===== src/satq_pkg.sv =====
package satq_pkg;

	// Field widths of one input item and one result item.
	localparam int unsigned TIME_W  = 63;
	localparam int unsigned SLOT_W  = 4;
	localparam int unsigned CB_W    = 8;
	localparam int unsigned RELOAD_W = 31;
	localparam int unsigned S_DATA_W = 264;
	localparam int unsigned S_USER_W = 2;
	localparam int unsigned M_DATA_W = 48;

	// Restoring remainder takes one quotient bit per step.
	localparam int unsigned DIV_STEPS = TIME_W;

	localparam logic [TIME_W-1:0]   TIME_MAX   = {TIME_W{1'b1}};
	localparam logic [RELOAD_W-1:0] RELOAD_MAX = 31'h7FFF_FFFF;

	// Request kinds carried in tuser.
	typedef enum logic [1:0] {
		MODE_ONESHOT  = 2'd0,
		MODE_PERIODIC = 2'd1,
		MODE_CANCEL   = 2'd2,
		MODE_EXPIRE   = 2'd3
	} mode_t;

	// Datapath operations issued by the controller, one per cycle.
	typedef enum logic [4:0] {
		OP_NONE      = 5'd0,
		OP_LOAD      = 5'd1,
		OP_RD_SLOT   = 5'd2,
		OP_UNL_A     = 5'd3,
		OP_UNL_B     = 5'd4,
		OP_SET       = 5'd5,
		OP_PER_START = 5'd6,
		OP_DIV_STEP  = 5'd7,
		OP_FIRE      = 5'd8,
		OP_INS_INIT  = 5'd9,
		OP_RD_CUR    = 5'd10,
		OP_INS_STEP  = 5'd11,
		OP_INS_B1    = 5'd12,
		OP_INS_TAIL  = 5'd13,
		OP_LINK      = 5'd14,
		OP_RD_HEAD   = 5'd15,
		OP_EXP_CHK   = 5'd16,
		OP_RELOAD    = 5'd17,
		OP_OUT       = 5'd18
	} op_t;

	typedef struct packed {
		op_t op;
	} cmd_t;

	typedef struct packed {
		mode_t mode;
		logic  slot_ok;
		logic  slot_armed;
		logic  head_none;
		logic  cur_none;
		logic  rd_gt;
		logic  early;
		logic  per_nz;
		logic  per_direct;
		logic  div_last;
		logic  retime_head;
		logic  out_free;
	} status_t;

endpackage


===== src/satq_ctrl.sv =====
module satq_ctrl (
	input  logic              clk,
	input  logic              arst_n,
	input  logic              s_tvalid,
	output logic              s_tready,
	input  satq_pkg::status_t stat,
	output satq_pkg::cmd_t    cmd
);
	import satq_pkg::*;

	typedef enum logic [18:0] {
		ST_IDLE     = (19'd1 << 0),
		ST_DISPATCH = (19'd1 << 1),
		ST_UNL_RD   = (19'd1 << 2),
		ST_UNL_A    = (19'd1 << 3),
		ST_UNL_B    = (19'd1 << 4),
		ST_SET      = (19'd1 << 5),
		ST_PER      = (19'd1 << 6),
		ST_DIV      = (19'd1 << 7),
		ST_FIRE     = (19'd1 << 8),
		ST_INS0     = (19'd1 << 9),
		ST_INS_RD   = (19'd1 << 10),
		ST_INS_CMP  = (19'd1 << 11),
		ST_INS_B1   = (19'd1 << 12),
		ST_INS_TAIL = (19'd1 << 13),
		ST_LINK     = (19'd1 << 14),
		ST_EXP_RD   = (19'd1 << 15),
		ST_EXP_CHK  = (19'd1 << 16),
		ST_FINISH   = (19'd1 << 17),
		ST_RELOAD   = (19'd1 << 18)
	} state_t;

	state_t state_q, state_nxt;

	// The block takes an item only between two items.
	assign s_tready = (state_q == ST_IDLE);

	// State register.
	always_ff @(posedge clk or negedge arst_n) begin
		if (!arst_n) begin
			state_q <= ST_IDLE;
		end else begin
			state_q <= state_nxt;
		end
	end

	// Sequencer: next state and the operation for this cycle.
	always_comb begin
		state_nxt = state_q;
		cmd.op    = OP_NONE;
		unique case (state_q)
			ST_IDLE: begin
				if (s_tvalid) begin
					cmd.op    = OP_LOAD;
					state_nxt = ST_DISPATCH;
				end
			end
			ST_DISPATCH: begin
				if (stat.mode == MODE_EXPIRE) begin
					state_nxt = stat.head_none ? ST_FINISH : ST_EXP_RD;
				end else if (!stat.slot_ok) begin
					state_nxt = ST_FINISH;
				end else if (stat.slot_armed) begin
					state_nxt = ST_UNL_RD;
				end else if (stat.mode == MODE_CANCEL) begin
					state_nxt = ST_FINISH;
				end else begin
					state_nxt = ST_SET;
				end
			end
			ST_UNL_RD: begin
				cmd.op    = OP_RD_SLOT;
				state_nxt = ST_UNL_A;
			end
			ST_UNL_A: begin
				cmd.op    = OP_UNL_A;
				state_nxt = ST_UNL_B;
			end
			ST_UNL_B: begin
				cmd.op    = OP_UNL_B;
				state_nxt = (stat.mode == MODE_CANCEL) ? ST_FINISH : ST_SET;
			end
			ST_SET: begin
				cmd.op    = OP_SET;
				state_nxt = (stat.mode == MODE_ONESHOT) ? ST_INS0 : ST_PER;
			end
			ST_PER: begin
				cmd.op    = OP_PER_START;
				state_nxt = stat.per_direct ? ST_INS0 : ST_DIV;
			end
			ST_DIV: begin
				cmd.op = OP_DIV_STEP;
				if (stat.div_last) begin
					state_nxt = ST_FIRE;
				end
			end
			ST_FIRE: begin
				cmd.op    = OP_FIRE;
				state_nxt = ST_INS0;
			end
			ST_INS0: begin
				cmd.op    = OP_INS_INIT;
				state_nxt = ST_INS_RD;
			end
			ST_INS_RD: begin
				if (stat.cur_none) begin
					state_nxt = ST_INS_TAIL;
				end else begin
					cmd.op    = OP_RD_CUR;
					state_nxt = ST_INS_CMP;
				end
			end
			ST_INS_CMP: begin
				cmd.op    = OP_INS_STEP;
				state_nxt = stat.rd_gt ? ST_INS_B1 : ST_INS_RD;
			end
			ST_INS_B1: begin
				cmd.op    = OP_INS_B1;
				state_nxt = ST_LINK;
			end
			ST_INS_TAIL: begin
				cmd.op    = OP_INS_TAIL;
				state_nxt = ST_LINK;
			end
			ST_LINK: begin
				cmd.op    = OP_LINK;
				state_nxt = ST_FINISH;
			end
			ST_EXP_RD: begin
				cmd.op    = OP_RD_HEAD;
				state_nxt = ST_EXP_CHK;
			end
			ST_EXP_CHK: begin
				cmd.op = OP_EXP_CHK;
				if (stat.early || !stat.per_nz) begin
					state_nxt = ST_FINISH;
				end else begin
					state_nxt = ST_PER;
				end
			end
			ST_FINISH: begin
				if (stat.retime_head) begin
					cmd.op    = OP_RD_HEAD;
					state_nxt = ST_RELOAD;
				end else if (stat.out_free) begin
					cmd.op    = OP_OUT;
					state_nxt = ST_IDLE;
				end
			end
			ST_RELOAD: begin
				// The reload is latched here; the result leaves from the finish state.
				cmd.op    = OP_RELOAD;
				state_nxt = ST_FINISH;
			end
			default: begin
				state_nxt = ST_IDLE;
			end
		endcase
	end

endmodule


===== config.mk =====
export PLATFORM = sky130hd
export DESIGN_NAME = satq_ctrl
export DESIGN_NICKNAME = d
export VERILOG_FILES = /design/src/satq_pkg.sv /design/src/satq_ctrl.sv
export SDC_FILE = /design/constraint.sdc
export NUM_CORES = 1
export LEC_CHECK = 0
export ABC_AREA = 1
export BUFFER_PORTS_ARGS = -buffer_cell sky130_fd_sc_hd__buf_2
export CAP_MARGIN = 20
export CORE_MARGIN = 2
export CORE_UTILIZATION = 30
export CTS_BUF_LIST = sky130_fd_sc_hd__clkbuf_4
export CTS_CLUSTER_DIAMETER = 60
export DETAILED_ROUTE_END_ITERATION = 8
export PLACE_DENSITY_LB_ADDON = 0.05
export SETUP_SLACK_MARGIN = 0.3
export SKIP_CTS_REPAIR_TIMING = 1
export SYNTH_ARGS = -nofsm -noshare
export SYNTH_HDL_FRONTEND = slang
export SYNTH_SLANG_ARGS = --single-unit

===== constraint.sdc =====
create_clock -name clk -period 1.85 [get_ports clk]
set_input_delay 0.37 -clock clk [delete_from_list [all_inputs] [get_ports clk]]
set_output_delay 0.37 -clock clk [all_outputs]
set_load 0.01 [all_outputs]

==> results.sh, run 1 <==
export IMPL_crit_start="state_q[15]"
export IMPL_crit_path_end_kind="output pin"
export IMPL_drv_slew=0
export IMPL_fin_worst_skew_ns=0.01084
export IMPL_nets=276
export IMPL_grt_setup_unrepaired="true"
export IMPL_rr_startpoint="state_q[16]"
export IMPL_portBuffers=21
export IMPL_violations="hold timing, setup timing"
export IMPL_syn_nets=207
export IMPL_cts_buffers=3
export IMPL_ant_nets=0
export IMPL_seq_area_um2=476.7
export IMPL_yosys_area_share_simple_pct=50.44
export IMPL_grt_pass1_vias=1420
export IMPL_clk_pin_slew_ns=0.13
export IMPL_largest_reg_flops=19
export IMPL_cp_depth=9
export IMPL_period_minus_slack_ns=2.213
export IMPL_grt_start_max_net_pins=20
export IMPL_ys_ff_latch=19
export IMPL_critPathKind="flip-flop to output pin"
export IMPL_setup_viol=6
export IMPL_diodes=0
export IMPL_synth_compound_area_share_pct=6.667
export IMPL_final_common_cell="buf_4"
export IMPL_cts_root_buf="clkbuf_4"
export IMPL_via_count=1477
export IMPL_crit_path_cell_trace="nor2_4 > nand2_4 > nor2_4 > buf_4 > nand3_2 > nand2_4 > nor2_4 > nand4_1 > buf_2"
export IMPL_final_core_util_pct=46.15
export IMPL_synth_distinct_cells=31
export IMPL_yosysWarnings=0
export IMPL_routed_wl_mm=4.381
export IMPL_num_io_pins=22
export IMPL_cp_buffers_inverters=2
export IMPL_dr_pass1_iters=4
export IMPL_die_width_um=72.96
export IMPL_fin_crit_sh_pct=119.6
export IMPL_layout_common_cells="39 x buf_4, 31 x inv_1, 29 x nand2_1, 26 x nor2_1, 19 x buf_2"
export IMPL_synth_top_family_by_area="simple AND/OR/NAND/NOR gates"
export IMPL_cp_slowest_stage_delay_ns=0.45
export IMPL_multi_input_area_um2=983.4
export IMPL_die_area_um2=5322
export IMPL_hp_class="input port to async pin"
export IMPL_top_register="state_q"
export IMPL_clkLatencyLatePin_ns=0.31
export IMPL_reg_top3="state_q (19)"
export IMPL_htree_levels=1
export IMPL_gp_congestion=0.8817
export IMPL_critPathSlowestCell="dfrtp_1"
export IMPL_muxShareOfSynthArea_pct=0
export IMPL_reg2reg_depth=13
export IMPL_ys_seq_area_share_pct=33.42
export IMPL_crit_top_cell="nor2_4"
export IMPL_initial_core_util_pct=30.60
export IMPL_synth_xor_area_share_pct=0
export IMPL_grt_pass1_wl_mm=6.831
export IMPL_initialDrtViolationCount=62
export IMPL_max_cap_viol_count=0
export IMPL_clock_fmax_ghz=0.4518
export IMPL_post_synth_cell_area_avg_um2=7.468
export IMPL_fin_setup_tns_ns=-1.782
export IMPL_drive_above_1_share_pct=49.03
export IMPL_critPathLaunchType="flip-flop"
export IMPL_power_density_nw_per_um2=801.5
export IMPL_wl_per_cell_um=14.00
export IMPL_clock_sinks=19
export IMPL_antenna_found_initial=0
export IMPL_power_leakage_nw=1.153
export IMPL_worstPathArrival_ns=1.84
export IMPL_status="finished, violations left"
export IMPL_peakVddDrop_mv=0.5511
export IMPL_rows=25
export IMPL_vias_per_cell=4.719
export IMPL_endpoint="cmd[2]"
export IMPL_overflow=0
export IMPL_setup_ws_ns=-0.3634
export IMPL_grt_use_total_pct=16.91
export IMPL_holdWs_ns=-0.008380
export IMPL_cts_tree="done"
export IMPL_syn_to_final_growth_pct=50.79
export IMPL_synthAdderAreaFrac_pct=0
export IMPL_critPathTopFamily="simple AND/OR/NAND/NOR gates"
export IMPL_fillers=480
export IMPL_hold_viol=11
export IMPL_syn_cell_area_um2=1426
export IMPL_maxSlewHeadroom_pct=67.99
export IMPL_worst_path_max_fanout=6
export IMPL_drc=0
export IMPL_critPathRequiredTime_ns=1.48
export IMPL_clock_tree_buffer_depth=2
export IMPL_r2r_end="state_q[0]"
export IMPL_postSynthCellCount=191
export IMPL_core_area_um2=4661
export IMPL_r2r_setup_slack_ns=0
export IMPL_die_h_um=72.96
export IMPL_tightest_slew_ns=0.4802
export IMPL_hpwl_mm=3.334
through the flow:
step / worst slack [ns] / cell area (µm²) / instances / hold WS [ns] / power, mW
after floorplan: 0.2090 / 1446 / 191 / 0.07441 / 1.044
after global placement: -0.1017 / 1829 / 294 / 0.3496 / 1.324
after detailed placement: -0.1099 / 1829 / 294 / 0.3622 / 1.334
after CTS: -0.4864 / 1859 / 298 / 0.0003247 / 1.573
after global routing: -0.4981 / 2151 / 313 / 0.002069 / 1.846
final: -0.3634 / 2151 / 313 / -0.008380 / 1.724
worst register-to-register path, cell delays in order, from the launching register on:
cell and delay [ns]:
dfrtp_1 0.43, nor2_2 0.15, nand2_4 0.11, nor2_8 0.24, buf_6 0.14, nand3_4 0.07, buf_4 0.15, buf_6 0.12
o22ai_4 0.10, inv_2 0.08, nand2_4 0.09, nand2_1 0.06, clkinv_1 0.05, nor2_2 0.03
layer usage:
layer  routed length, µm  track usage [%]  up-vias  part of all wire (%)
li1                    -                -      747                     -
met1                1986            24.04      698                    45
met2                2196            27.37       28                    50
met3                 157            1.796        4                   3.6
met4                  40            4.321        0                  0.91
met5                   0                0        -                     0
power by group:
group	switching, mW	total [mW]	internal [mW]
Sequential	0.0223	0.480	0.457
Clock	0.151	0.233	0.0824
Combinational	0.582	1.01	0.429
Total	0.755	1.72	0.969
cell families after synthesis:
| logic type | after synthesis |
|---|---|
| and+or+nand+nor | 123 |
| buffers and inverters | 36 |
| DFF | 19 |
| AOI/OAI and AO/OA | 13 |
how the worst min path moves through the flow:
stage          startpoint           to  slack [ns]  cells after the start
3_3_place_gp       arst_n   state_q[6]        0.35                      1
2_1_floorplan      arst_n  state_q[10]        0.07                      0
3_5_place_dp       arst_n   state_q[7]        0.36                      1
5_1_grt            arst_n   state_q[9]       0.002                      1
6_report           arst_n   state_q[8]      -0.008                      1
4_1_cts            arst_n   state_q[8]      0.0003                      1
Yosys cell counts (all sizes together):
cell | instances | area, µm²
a21oi | 2 | 10.01
a31oi | 1 | 6.260
and2 | 1 | 8.760
and3 | 1 | 6.260
clkinv | 1 | 3.750
dfrtp | 18 | 450.4
dfstp | 1 | 26.28
inv | 35 | 131.4
nand2 | 38 | 177.7
nand3 | 25 | 175.2
nand4 | 4 | 25.02
nor2 | 48 | 294.0
nor3 | 5 | 25.02
nor3b | 1 | 7.510
o2111ai | 1 | 8.760
o211a | 1 | 10.01
o211ai | 1 | 7.510
o21ai | 3 | 18.76
o22ai | 3 | 25.02
o32ai | 1 | 8.760
area by class of cell:
class	count	area share (%)
Clock inverter	1	0.3490
Timing Repair Buffer	64	21.18
Inverter	36	6.399
Multi-Input combinational cell	136	45.72
Sequential cell	19	22.16
Tap cell	54	3.141
Clock buffer	3	1.047
No activity file was read; power rests on OpenSTA's default activity.
==> run 2: changes to the inputs <==
Settings changed: ABC_AREA 1 to default.
==> run 2 against run 1 <==
Net effect:
- the flow finishes with violations (setup timing)
- area after synthesis is 2.4% higher
- first-iteration DRC count increased by 42%
- clock power grew 4%
- sequential cell count is the same
- power rose by 24%
- worst hold slack improved by 0.21 ns
- maximum frequency shrank 17%
- sequential power up 3%
- cell count shrank 0.64%
- clock skew is 0.00069 ns higher
- critical path depth fell by 2
- cell area rose by 10%
- largest power group unchanged
==> results.sh, run 2 <==
export IMPL_hold_path_depth=2
export IMPL_dp_cells=299
export IMPL_period_minus_slack_ns=2.659
export IMPL_violations="setup timing"
export IMPL_maxSlewHeadroom_pct=70.08
export IMPL_min_delay_start="stat[8]"
export IMPL_comb_power_share_pct=65.5
export IMPL_ys_ff_latch=19
export IMPL_synth_distinct_cells=50
export IMPL_yosys_top_cells_area="dfrtp_1 31%, nor2_1 4.4%, nor4_4 4.4%"
export IMPL_cp_slowest_stage_delay_ns=0.45
export IMPL_yosysTopAreaCellShare_pct=30.85
export IMPL_fillers=452
export IMPL_grt_use_total_pct=18.25
export IMPL_max_cap_viol_count=0
export IMPL_initial_core_util_pct=30.91
export IMPL_r2r_end="state_q[0]"
export IMPL_syn_nets=185
export IMPL_num_io_pins=22
export IMPL_reg2reg_depth=9
export IMPL_grt_setup_unrepaired="true"
export IMPL_initialDrtViolationCount=88
export IMPL_hp_class="input port to flip-flop"
export IMPL_clock_fmax_ghz=0.3761
export IMPL_final_core_util_pct=50.30
export IMPL_cp_buffers_inverters=1
export IMPL_critPathKind="flip-flop to output pin"
export IMPL_clock_sinks=19
export IMPL_final_common_cell="buf_4"
export IMPL_hpwl_mm=3.852
export IMPL_portBuffers=21
export IMPL_rows=25
export IMPL_synth_edff_count=0
export IMPL_crit_path_end_kind="output pin"
export IMPL_largest_reg_flops=19
export IMPL_multi_input_area_um2=1106
export IMPL_die_width_um=73.77
export IMPL_synthTopCellsByCount="18 x dfrtp_1, 17 x nor2_1, 11 x inv_1"
export IMPL_worst_path_max_fanout=6
export IMPL_power_density_nw_per_um2=899.8
export IMPL_cts_tree="done"
export IMPL_cts_buffers=3
export IMPL_clkLatencyLatePin_ns=0.32
export IMPL_rr_startpoint="state_q[3]"
export IMPL_crit_path_cell_trace="nor4_4 > nand4_1 > nor2_2 > nor4b_4 > and2b_1 > or3_4 > buf_2"
export IMPL_power_mw=2.138
export IMPL_antenna_found_initial=0
export IMPL_yosysMostFrequentCell="dfrtp_1"
export IMPL_routed_wl_mm=4.897
export IMPL_critPathLaunchType="flip-flop"
export IMPL_postSynthCellCount=169
export IMPL_fin_setup_tns_ns=-4.771
export IMPL_wl_per_cell_um=15.75
export IMPL_clk_pin_slew_ns=0.14
export IMPL_clock_tree_buffer_depth=2
export IMPL_ys_seq_area_share_pct=32.65
export IMPL_power_share_switching_pct=38.63
export IMPL_fin_worst_skew_ns=0.01153
export IMPL_syn_cell_area_um2=1460
export IMPL_switchingPower_mw=0.8260
export IMPL_ys_flop_type="dfrtp_1"
export IMPL_fin_cells=311
export IMPL_place_ws_ns=-0.4934
export IMPL_critPathTopFamily="simple AND/OR/NAND/NOR gates"
export IMPL_syn_to_final_growth_pct=62.73
export IMPL_async_flop_share_pct=100.0
export IMPL_gp_congestion=0.8410
export IMPL_drive_above_1_share_pct=52.05
export IMPL_grt_pass1_vias=1518
export IMPL_hold_end="state_q[15]"
export IMPL_tightest_slew_ns=0.4488
export IMPL_die_h_um=73.77
export IMPL_setup_viol=9
export IMPL_vias_per_cell=5.100
export IMPL_status="finished, violations left"
export IMPL_core_area_um2=4723
export IMPL_drv_slew=0
export IMPL_power_leakage_nw=1.070
export IMPL_grt_start_max_net_pins=20
export IMPL_seq_area_um2=476.7
export IMPL_dr_pass1_iters=4
export IMPL_p_int_mw=1.312
export IMPL_overflow=0
export IMPL_reg_top3="state_q (19)"
export IMPL_hold_viol=0
export IMPL_drc=0
export IMPL_htree_levels=1
export IMPL_yosysTopAreaCell="dfrtp_1"
export IMPL_diodes=0
export IMPL_peakVddDrop_mv=0.5207
export IMPL_post_synth_cell_area_avg_um2=8.640
export IMPL_critPathRequiredTime_ns=1.48
export IMPL_via_count=1586
export IMPL_top_register="state_q"
export IMPL_grt_pass1_wl_mm=7.369
export IMPL_fin_crit_sh_pct=143.7
export IMPL_critPathSlowestCell="nor4_4"
export IMPL_layout_common_cells="45 x buf_4, 18 x buf_2, 18 x buf_6, 18 x dfrtp_1, 14 x nor2_1"
export IMPL_setup_ws_ns=-0.8091
export IMPL_clock_power_share_pct=11.3
export IMPL_r2r_setup_slack_ns=-0.36
export IMPL_worstPathArrival_ns=2.29
export IMPL_die_area_um2=5441
export IMPL_yosysWarnings=0
export IMPL_ant_nets=0
export IMPL_seq_power_share_pct=23.2
export IMPL_cts_root_buf="clkbuf_4"
export IMPL_nets=261
## run 2: worst max-delay path by stage
stage / from / endpoint / slack, ns / cells past startpoint
6_report: state_q[3] / cmd[1] / -0.81 / 7
5_1_grt: state_q[3] / cmd[1] / -1.0 / 7
4_1_cts: state_q[3] / cmd[1] / -0.87 / 7
3_5_place_dp: state_q[3] / cmd[1] / -0.49 / 7
3_3_place_gp: state_q[3] / cmd[1] / -0.49 / 7
2_1_floorplan: state_q[9] / cmd[0] / -0.30 / 6
## run 2: cell families after synthesis
family	synth area share, %
AND/OR/NAND/NOR	41.90
AO/OA/AOI/OAI	13.54
buffers and inverters	7.112
XOR/XNOR	4.798
flip-flops	32.65
## run 2: stage by stage
stage,hold slack (ns),instance area [µm²]
2_1_floorplan,0.07441,1525
3_3_place_gp,0.3492,2043
3_5_place_dp,0.3504,2043
4_1_cts,-0.01303,2071
5_1_grt,0.1929,2376
6_report,0.1984,2376
## run 2: layout make-up
class	instances	area share, %
Timing Repair Buffer	82	26.96
Tap cell	67	3.528
Clock inverter	1	0.2106
Clock buffer	3	0.9479
Sequential cell	19	20.06
Inverter	11	1.738
Multi-Input combinational cell	128	46.55
## run 2: per-layer routing
metal	vias up	wire (µm)	track usage, %	part of all wire (%)
met5	-	0	0	0
met4	0	16	4.444	0.33
met3	2	115	2.058	2.3
met2	30	2528	31.75	52
met1	777	2238	23.98	46
li1	777	-	-	-
## run 2: power by group through the flow
stage | combinational, mW | clock [mW] | sequential, mW
3_5_place_dp | 1.02 | 0 | 0.504
4_1_cts | 1.02 | 0.247 | 0.496
3_3_place_gp | 1.01 | 0 | 0.505
6_report | 1.40 | 0.242 | 0.496
2_1_floorplan | 0.552 | 0 | 0.512
5_1_grt | 1.50 | 0.265 | 0.500
==> run 3: changes to the inputs <==
Settings changed: CTS_BUF_LIST sky130_fd_sc_hd__clkbuf_4 to sky130_fd_sc_hd__clkbuf_8, GPL_TIMING_DRIVEN from default to 0.
==> run 3 against run 2 <==
Net effect:
- the flow still finishes with violations (setup timing)
- non-clock buffer count shrank 21
- register-to-register slack lost 0.12 ns
- first-iteration DRC count increased by 11%
- clock skew fell by 0.0069 ns
- worst hold slack worse by 0.15 ns
- sequential cell count is the same
- critical endpoint is now cmd[0]
- highest routed layer unchanged
==> results.sh, run 3 (synthesis results as in run 2) <==
export IMPL_cp_buffers_inverters=3
export IMPL_rows=25
export IMPL_crit_path_cell_trace="nor4_4 > buf_6 > nand4_1 > buf_4 > nand3b_1 > and4b_1 > or4b_4 > buf_6"
export IMPL_endpoint="cmd[0]"
export IMPL_grt_setup_unrepaired="true"
export IMPL_die_h_um=73.77
export IMPL_cp_slowest_stage_delay_ns=0.58
export IMPL_hp_class="input port to async pin"
export IMPL_dr_pass1_iters=4
export IMPL_clock_tree_buffer_depth=2
export IMPL_ant_nets=0
export IMPL_critPathLaunchType="flip-flop"
export IMPL_die_width_um=73.77
export IMPL_setup_ws_ns=-0.8594
export IMPL_cts_buffers=3
export IMPL_final_core_util_pct=47.55
export IMPL_peakVddDrop_mv=0.5525
export IMPL_syn_to_final_growth_pct=53.81
export IMPL_comb_power_share_pct=60.6
export IMPL_via_count=1524
export IMPL_status="finished, violations left"
export IMPL_power_density_nw_per_um2=947.0
export IMPL_fin_worst_skew_ns=0.004618
export IMPL_crit_start="state_q[0]"
export IMPL_core_area_um2=4723
export IMPL_fin_crit_sh_pct=146.5
export IMPL_nets=240
export IMPL_p_int_mw=1.314
export IMPL_hpwl_mm=3.198
export IMPL_portBuffers=21
export IMPL_diodes=0
export IMPL_grt_start_max_net_pins=20
export IMPL_tightest_slew_ns=0.4824
export IMPL_routed_wl_mm=4.664
export IMPL_top_register="state_q"
export IMPL_rr_startpoint="state_q[4]"
export IMPL_clk_pin_slew_ns=0.09
export IMPL_drive_above_1_share_pct=47.53
export IMPL_critPathKind="flip-flop to output pin"
export IMPL_grt_use_total_pct=16.70
export IMPL_initial_core_util_pct=30.91
export IMPL_wl_per_cell_um=16.08
export IMPL_worstPathArrival_ns=2.34
export IMPL_overflow=0
export IMPL_power_share_switching_pct=38.24
export IMPL_hold_viol=0
export IMPL_critPathTopFamily="simple AND/OR/NAND/NOR gates"
export IMPL_reg_top3="state_q (19)"
export IMPL_gp_congestion=0.8260
export IMPL_clock_fmax_ghz=0.3691
export IMPL_cp_depth=8
export IMPL_clock_power_share_pct=15.4
export IMPL_die_area_um2=5441
export IMPL_max_cap_viol_count=0
export IMPL_r2r_setup_slack_ns=-0.48
export IMPL_grt_pass1_wl_mm=6.817
export IMPL_crit_path_end_kind="output pin"
export IMPL_setup_viol=12
export IMPL_design_area_um2=2246
export IMPL_critPathRequiredTime_ns=1.48
export IMPL_maxSlewHeadroom_pct=67.54
export IMPL_drc=0
export IMPL_grt_pass1_vias=1384
export IMPL_power_leakage_nw=0.9675
export IMPL_switchingPower_mw=0.8132
export IMPL_antenna_found_initial=0
export IMPL_r2r_end="state_q[17]"
export IMPL_initialDrtViolationCount=98
export IMPL_critPathSlowestCell="dfstp_2"
export IMPL_period_minus_slack_ns=2.709
export IMPL_drv_slew=0
export IMPL_largest_reg_flops=19
export IMPL_holdWs_ns=0.04610
export IMPL_power_mw=2.127
export IMPL_clock_sinks=19
export IMPL_layout_common_cells="20 x buf_6, 20 x buf_4, 19 x buf_2, 16 x dfrtp_1, 14 x nor2_1"
export IMPL_seq_power_share_pct=24.0
export IMPL_reg2reg_depth=13
export IMPL_cts_tree="done"
export IMPL_worst_path_max_fanout=6
export IMPL_violations="setup timing"
export IMPL_htree_levels=1
export IMPL_place_area_um2=1714
export IMPL_cts_root_buf="clkbuf_8"
export IMPL_clkLatencyLatePin_ns=0.27
export IMPL_vias_per_cell=5.255
export IMPL_num_io_pins=22
export IMPL_crit_top_cell="buf_6"
run 3: layout make-up:
cell class,instances,area (µm²)
Sequential cell,19,479.2
Buffer,11,97.59
Fill cell,460,2477
Clock buffer,3,41.29
Tap cell,67,83.83
Clock inverter,1,7.507
Timing Repair Buffer,50,385.4
Multi-Input combinational cell,128,1110
Inverter,11,41.29
run 3: routing by layer:
layer,track usage [%],vias up,part of all wire (%)
met4,4.242,0,1.0
li1,-,734,-
met5,0,-,0
met3,3.292,4,2.7
met2,27.68,30,52
met1,22.14,756,45
run 3: how the worst min path moves through the flow:
stage	from	endpoint	slack, ns	depth (start not counted)
2_1_floorplan	arst_n	state_q[10]	0.07	0
3_3_place_gp	arst_n	state_q[11]	0.36	1
3_5_place_dp	arst_n	state_q[11]	0.36	1
4_1_cts	arst_n	state_q[17]	0.06	1
5_1_grt	arst_n	state_q[7]	0.07	1
6_report	arst_n	state_q[8]	0.05	1
run 3: worst reg2reg max path, stage by stage (launching register included):
cell and delay [ns]:
dfrtp_1 0.60, nor4_4 0.08, and4_1 0.22, buf_6 0.13, buf_6 0.11, buf_6 0.10, buf_6 0.10, buf_6 0.10
buf_6 0.10, buf_6 0.11, nand3_4 0.07, a211oi_2 0.05, a311oi_2 0.28, o221ai_1 0.16
run 3: power by group through the flow:
stage	Sequential (mW)	Clock, mW	Combinational [mW]
after detailed placement	0.522	0	0.731
final	0.511	0.327	1.29
after CTS	0.512	0.336	0.740
after floorplan	0.512	0	0.552
after global routing	0.515	0.352	1.38
after global placement	0.521	0	0.740
run 3: stage by stage:
step	setup TNS, ns	worst slack [ns]	instances
floorplan	-1.041	-0.2978	169
global placement	-3.644	-0.7254	257
detailed placement	-3.349	-0.7052	257
CTS	-5.467	-1.017	261
global route	-7.175	-0.9645	290
finish	-5.728	-0.8594	290
